File: src/hdl/trapezoid_velocity_profile_defines.svh
// Assertion macros for the trapezoid velocity profile block.
`ifndef TRAPEZOID_VELOCITY_PROFILE_DEFINES_SVH
`define TRAPEZOID_VELOCITY_PROFILE_DEFINES_SVH
`ifndef SYNTH
`define TVP_ASSERT_IMPL(label, clk, rst_n, ante, cons) \
  label: assert property (@(posedge clk) disable iff (!rst_n) (ante) |-> (cons)) \
    else $error("assertion failed");
`define TVP_ASSERT_NEXT(label, clk, rst_n, ante, cons) \
  label: assert property (@(posedge clk) disable iff (!rst_n) (ante) |=> (cons)) \
    else $error("assertion failed");
`else
`define TVP_ASSERT_IMPL(label, clk, rst_n, ante, cons)
`define TVP_ASSERT_NEXT(label, clk, rst_n, ante, cons)
`endif
`endif

File: src/hdl/tvp_pkg.sv
// Package: types, phase codes and fixed-point constants for the profile block.
`default_nettype none
package tvp_pkg;
  localparam int FRAC_BITS = 16;

  // configuration register indexes
  localparam logic [0:0] REG_MAX_VEL = 1'b0;
  localparam logic [0:0] REG_ACCEL   = 1'b1;

  typedef enum logic [1:0] {
    CMD_TICK   = 2'd0,
    CMD_START  = 2'd1,
    CMD_URGENT = 2'd2,
    CMD_NONE   = 2'd3
  } cmd_t;

  typedef enum logic [2:0] {
    PH_IDLE     = 3'd0,
    PH_ACCEL    = 3'd1,
    PH_CRUISE   = 3'd2,
    PH_BRAKE    = 3'd3,
    PH_UORDER   = 3'd4,
    PH_UBRAKE   = 3'd5,
    PH_FINISHED = 3'd6
  } phase_t;

  typedef enum logic [3:0] {
    ST_IDLE, ST_DECIDE, ST_SQ, ST_DIV_BD, ST_WAIT_BD, ST_CHECK, ST_DIV_WA,
    ST_WAIT_WA, ST_STEP, ST_RAMP_MUL, ST_RAMP_SUB, ST_OUT
  } st_t;

  typedef struct packed {
    logic [1:0]  cmd;
    logic signed [31:0] remaining;
  } in_word_t;

  typedef struct packed {
    logic signed [31:0] velocity_out;
    logic signed [31:0] braking_distance;
    logic [2:0]  phase_out;
    logic        done_res;
  } out_word_t;

  typedef enum logic [3:0] {
    OP_NOP, OP_LATCH_IN, OP_START, OP_URGENT, OP_TICK, OP_SQ, OP_DIV_BD,
    OP_SAVE_BD, OP_DIV_WA, OP_STEP, OP_RAMP_MUL, OP_RAMP_SUB, OP_LOAD_OUT
  } op_t;

  // command from controller to datapath
  typedef struct packed {
    op_t op;
  } ctl_t;

  // status from datapath to controller
  typedef struct packed {
    logic [1:0] cmd;
    phase_t     phase;
    logic       div_busy;
    logic       rem_gt_bd;
  } sts_t;

  localparam logic signed [31:0] SMAX = 32'sh7fffffff;
  localparam logic signed [31:0] SMIN = 32'sh80000000;

  function automatic logic signed [31:0] sat64(input logic signed [63:0] x);
    logic signed [31:0] r;
    r = x[31:0];
    if (x > 64'(SMAX)) r = SMAX;
    else if (x < 64'(SMIN)) r = SMIN;
    return r;
  endfunction
endpackage
`default_nettype wire

File: src/hdl/tvp_ctrl.sv
// Controller: sequences one input word through the datapath.
`default_nettype none
`include "trapezoid_velocity_profile_defines.svh"
module tvp_ctrl (
  input  wire logic          clk,
  input  wire logic          rst_n,
  input  wire logic          in_valid,
  output logic               in_stall,
  output logic               out_valid,
  input  wire logic          out_stall,
  input  wire tvp_pkg::sts_t sts,
  output tvp_pkg::ctl_t      ctl
);
  tvp_pkg::st_t st_r, st_nxt;
  logic ov_r, ov_nxt;
  logic motion_ph;

  assign motion_ph = sts.phase inside {tvp_pkg::PH_ACCEL, tvp_pkg::PH_CRUISE,
                                       tvp_pkg::PH_BRAKE};

  // next state
  always_comb begin
    st_nxt = st_r;
    case (st_r)
      tvp_pkg::ST_IDLE:
        if (in_valid) st_nxt = tvp_pkg::ST_DECIDE;
      tvp_pkg::ST_DECIDE: begin
        if (sts.cmd == tvp_pkg::CMD_TICK && motion_ph) st_nxt = tvp_pkg::ST_SQ;
        else if (sts.cmd == tvp_pkg::CMD_TICK && sts.phase == tvp_pkg::PH_UBRAKE)
          st_nxt = tvp_pkg::ST_RAMP_MUL;
        else st_nxt = tvp_pkg::ST_OUT;
      end
      tvp_pkg::ST_SQ:      st_nxt = tvp_pkg::ST_DIV_BD;
      tvp_pkg::ST_DIV_BD:  st_nxt = tvp_pkg::ST_WAIT_BD;
      tvp_pkg::ST_WAIT_BD:
        if (!sts.div_busy) st_nxt = tvp_pkg::ST_CHECK;
      tvp_pkg::ST_CHECK:
        if (sts.phase == tvp_pkg::PH_BRAKE && sts.rem_gt_bd) st_nxt = tvp_pkg::ST_DIV_WA;
        else st_nxt = tvp_pkg::ST_STEP;
      tvp_pkg::ST_DIV_WA:  st_nxt = tvp_pkg::ST_WAIT_WA;
      tvp_pkg::ST_WAIT_WA:
        if (!sts.div_busy) st_nxt = tvp_pkg::ST_STEP;
      tvp_pkg::ST_STEP:
        if (sts.phase == tvp_pkg::PH_BRAKE) st_nxt = tvp_pkg::ST_RAMP_MUL;
        else st_nxt = tvp_pkg::ST_OUT;
      tvp_pkg::ST_RAMP_MUL: st_nxt = tvp_pkg::ST_RAMP_SUB;
      tvp_pkg::ST_RAMP_SUB: st_nxt = tvp_pkg::ST_OUT;
      tvp_pkg::ST_OUT:
        if (!ov_r || !out_stall) st_nxt = tvp_pkg::ST_IDLE;
      default: st_nxt = tvp_pkg::ST_IDLE;
    endcase
  end

  // outputs
  always_comb begin
    ctl.op = tvp_pkg::OP_NOP;
    ov_nxt = ov_r && out_stall;
    in_stall = (st_r != tvp_pkg::ST_IDLE);
    case (st_r)
      tvp_pkg::ST_IDLE:
        if (in_valid) ctl.op = tvp_pkg::OP_LATCH_IN;
      tvp_pkg::ST_DECIDE:
        case (sts.cmd)
          tvp_pkg::CMD_START:  ctl.op = tvp_pkg::OP_START;
          tvp_pkg::CMD_URGENT: ctl.op = tvp_pkg::OP_URGENT;
          tvp_pkg::CMD_TICK:   ctl.op = tvp_pkg::OP_TICK;
          default:             ctl.op = tvp_pkg::OP_NOP;
        endcase
      tvp_pkg::ST_SQ:       ctl.op = tvp_pkg::OP_SQ;
      tvp_pkg::ST_DIV_BD:   ctl.op = tvp_pkg::OP_DIV_BD;
      tvp_pkg::ST_WAIT_BD:
        if (!sts.div_busy) ctl.op = tvp_pkg::OP_SAVE_BD;
      tvp_pkg::ST_DIV_WA:   ctl.op = tvp_pkg::OP_DIV_WA;
      tvp_pkg::ST_STEP:     ctl.op = tvp_pkg::OP_STEP;
      tvp_pkg::ST_RAMP_MUL: ctl.op = tvp_pkg::OP_RAMP_MUL;
      tvp_pkg::ST_RAMP_SUB: ctl.op = tvp_pkg::OP_RAMP_SUB;
      tvp_pkg::ST_OUT:
        if (!ov_r || !out_stall) begin
          ctl.op = tvp_pkg::OP_LOAD_OUT;
          ov_nxt = 1'b1;
        end
      default: ctl.op = tvp_pkg::OP_NOP;
    endcase
  end

  always_ff @(posedge clk) begin
    if (!rst_n) begin
      st_r <= tvp_pkg::ST_IDLE;
      ov_r <= 1'b0;
    end else begin
      st_r <= st_nxt;
      ov_r <= ov_nxt;
    end
  end

  assign out_valid = ov_r;

  `TVP_ASSERT_IMPL(a_accept_idle, clk, rst_n, in_valid && !in_stall,
    st_r == tvp_pkg::ST_IDLE)
  `TVP_ASSERT_NEXT(a_out_hold, clk, rst_n, out_valid && out_stall, out_valid)
  `TVP_ASSERT_NEXT(a_load_valid, clk, rst_n, ctl.op == tvp_pkg::OP_LOAD_OUT, out_valid)
endmodule
`default_nettype wire

File: config.mk
export PLATFORM = sky130hd
export DESIGN_NAME = tvp_ctrl
export DESIGN_NICKNAME = d
export VERILOG_FILES = /design/src/hdl/tvp_pkg.sv /design/src/hdl/tvp_ctrl.sv
export VERILOG_INCLUDE_DIRS = /design/src /design/src/hdl
export SDC_FILE = /design/constraint.sdc
export NUM_CORES = 1
export LEC_CHECK = 0
export BUFFER_PORTS_ARGS = -buffer_cell sky130_fd_sc_hd__buf_2
export CAP_MARGIN = 20
export CORE_AREA = 2 2 39 41
export DETAILED_ROUTE_END_ITERATION = 10
export DIE_AREA = 0 0 41 43
export PLACE_DENSITY = 0.84
export SETUP_SLACK_MARGIN = 0.3
export SYNTH_ARGS = -nofsm -noshare
export SYNTH_HDL_FRONTEND = slang
export SYNTH_SLANG_ARGS = --single-unit
File: constraint.sdc
create_clock -name clk -period 1.8 [get_ports clk]
set_input_delay 0.54 -clock clk [delete_from_list [all_inputs] [get_ports clk]]
set_output_delay 0.54 -clock clk [all_outputs]
set_load 0.005 [all_outputs]
==> summary.md <==
| Metric | Value |
|---|---|
| Final hold vios | 0 |
| Max-slew headroom | 78.3% |
| Dpl hpwl | 1190 um |
| Design Area, Final | 0.00102 mm2 |
| Setup-failing EPs final | 4 |
| Gr usage total | 22.3% |
| Number of synthesized flops with an enable pin | 0 |
| ANT cells | 0 |
| Min Tclk post-route | 1830 ps |
| Max_cap viols | 0 |
| Sequential area share after synthesis | 16.0% |
| Clock skew | 2.04 ps |
| Final WS setup | -29.9 ps |
| Fmax | 0.546 GHz |
| Status | finished with violations |
| DR DRC count | 0 |
| Worst vdd ir | 1.01 mV |
| Share of cells above drive strength 1 | 59.1% |
| Hold Crit Class | in -> reg |
| Ranking of synthesized cells by area | dfxtp_1, buf_6, a21oi_1 |
| Leakage | 0.444 nW |
| Routability cong. | 0.888 |
| Routed vias | 737 |
| Synth warnings | 0 |
| Fin nets | 124 |
| Final wirelength | 1860 um |
| M1 WL | 833 um |
| First-pass GRT wire length | 2760 um |
| RSZ-0062 raised after global routing | yes |
| Vias in the first global route | 671 |
| Most frequent cell after synthesis | a21oi_1 |
| Crit-path max FO | 2 |
| Highest routed layer | met4 |
| Core area | 0.00138 mm2 |
| PortBufs | 16 |
| DIE HEIGHT | 43 um |
| Die Footprint | 0.00176 mm2 |
| Overall Power | 1.52 mW |
| CTS tree | yes |
| Synth cell types | 38 |
| PwrDens | 1490 mW/mm2 |
| Syn Area/Cell | 7.84 um2 |
| Pin count of the biggest net entering global routing | 12 |
| First drt pass iteration count | 4 |
| FF+latch count, synth | 5 |
| Post-synth top area share | 16.0% |
| Initial DRC Count | 21 |
| Initial antenna violation count | 0 |
| DR WL met3 | 60 um |
| Syn Nets | 93 |
| Post-Syn Instances | 80 |
| GRT overflow | 0 |
| P&R area growth vs syn | 62.5% |
| ANT nets after route | 0 |
| CTS root buf | clkbuf_4 |
| CTS clk-pin slew, worst paths | 40 ps |
| Top post-synthesis cells by count | a21oi_1, nor2_1, nand2_1 |
| CTS H-tree lvls | 1 |
| Worst EP arrival | 1290 ps |
| Area leader, netlist | dfxtp_1 |
| Row cnt | 14 |
| Final worst-path cycle share | 102% |
| Most used DFF post-synth | dfxtp_1 |
| Initial Utilization | 45.3% |
| Placed Instance Area | 831 um2 |
| Maximum root-to-sink buffer count | 2 |
| I/O Pins | 17 |
| CTS Sinks | 5 |
| Critical Path Sink Type | primary output |
| Clk_lat worst skew | 250 ps |
| CP Launch Type | input pin |
| Worst-margin pin slew | 326 ps |
| Clock buffer count from CTS | 3 |
| Crit Path Category | in -> out |
| Asr flop ratio synth | 0% |
| Failing checks | negative setup slack |
| CP required | 1260 ps |
| Final slew viol count | 0 |
| Vias per cell | 5.85 |
| Routed wl met2 | 944 um |
| Number of hold buffers added after cts | 0 |
| Wire per inst | 14.8 um |
| Die W | 41 um |
| Cell Area, Synth | 627 um2 |
| Post-layout util | 73.6% |
-- metal layers --
layer | vias up | GRT usage (%)
li1 | 359 | -
met1 | 362 | 28.6
met2 | 14 | 36.6
met3 | 2 | 0.524
met4 | 0 | 10.0
met5 | - | 0
-- stage by stage --
step                      cells  setup slack [ps]  TNS [ps]  hold WS [ps]
final                       126             -29.9     -87.5           512
after global routing        126              -124      -286           525
after CTS                   124             -69.6      -111           504
after detailed placement    115              -177      -467           570
after global placement      115              -153      -404           563
after floorplan              80               189         0           528
-- worst max-delay path: stages --
cell	delay (ps)
buf_12	100
inv_12	30
ha_4	220
o31ai_2	190
a21oi_1	90
buf_2	130
-- worst paths after layout --
check | from | end | slack (ps) | depth (start not counted)
hold reg to reg | out_valid | out_valid | 600 | 2
hold / removal | rst_n | st_r[2] | 510 | 3
setup / recovery | sts[6] | ctl[1] | -30 | 6
setup reg to reg | st_r[3] | st_r[1] | 350 | 6
-- repair_timing --
item | CTS | global route
pin swaps | 5 | 7
endpoints found under the setup margin | 9 | 9
gates resized for setup | 22 | 10
setup buffers | 5 | 2
-- cells in the final DEF, fill, tap and decap left out, drive strengths merged, types with 2 or more instances in the layout --
cell type	count
a2111oi	3
a21o	2
a21oi	8
a31oi	3
buf	33
clkbuf	4
dfxtp	5
ha	2
inv	5
nand2	6
nand3	2
nor2	7
nor2b	3
o21ai	3
o31ai	2
or2	2
-- flip-flops by register name (all words and copies together) (netlist names) --
signal	count
out_valid	1
st_r	4
-- cells by family after synthesis --
group / Yosys count / share of synthesized area (%)
AO/OA/AOI/OAI: 30 / 35.1
AND/OR/NAND/NOR: 30 / 29.1
buffers and inverters: 12 / 14.4
flip-flops: 5 / 16.0
adder cells (fa/ha/maj): 2 / 3.99
XOR/XNOR: 1 / 1.40
-- power breakdown --
group	switching [mW]	total, mW	internal (mW)
combinational	0.518	1.14	0.617
sequential	0.0813	0.253	0.171
clock	0.0492	0.133	0.0840
-- cell type report --
type                       count  area (um2)
multi-input combinational     63         557
fill                         114         365
timing repair buffer          33         256
sequential                     5         115
inverter                       5        43.8
clock buffer                   4        26.3
tap                           16        20.0
Power figures use the tool's default switching activity.
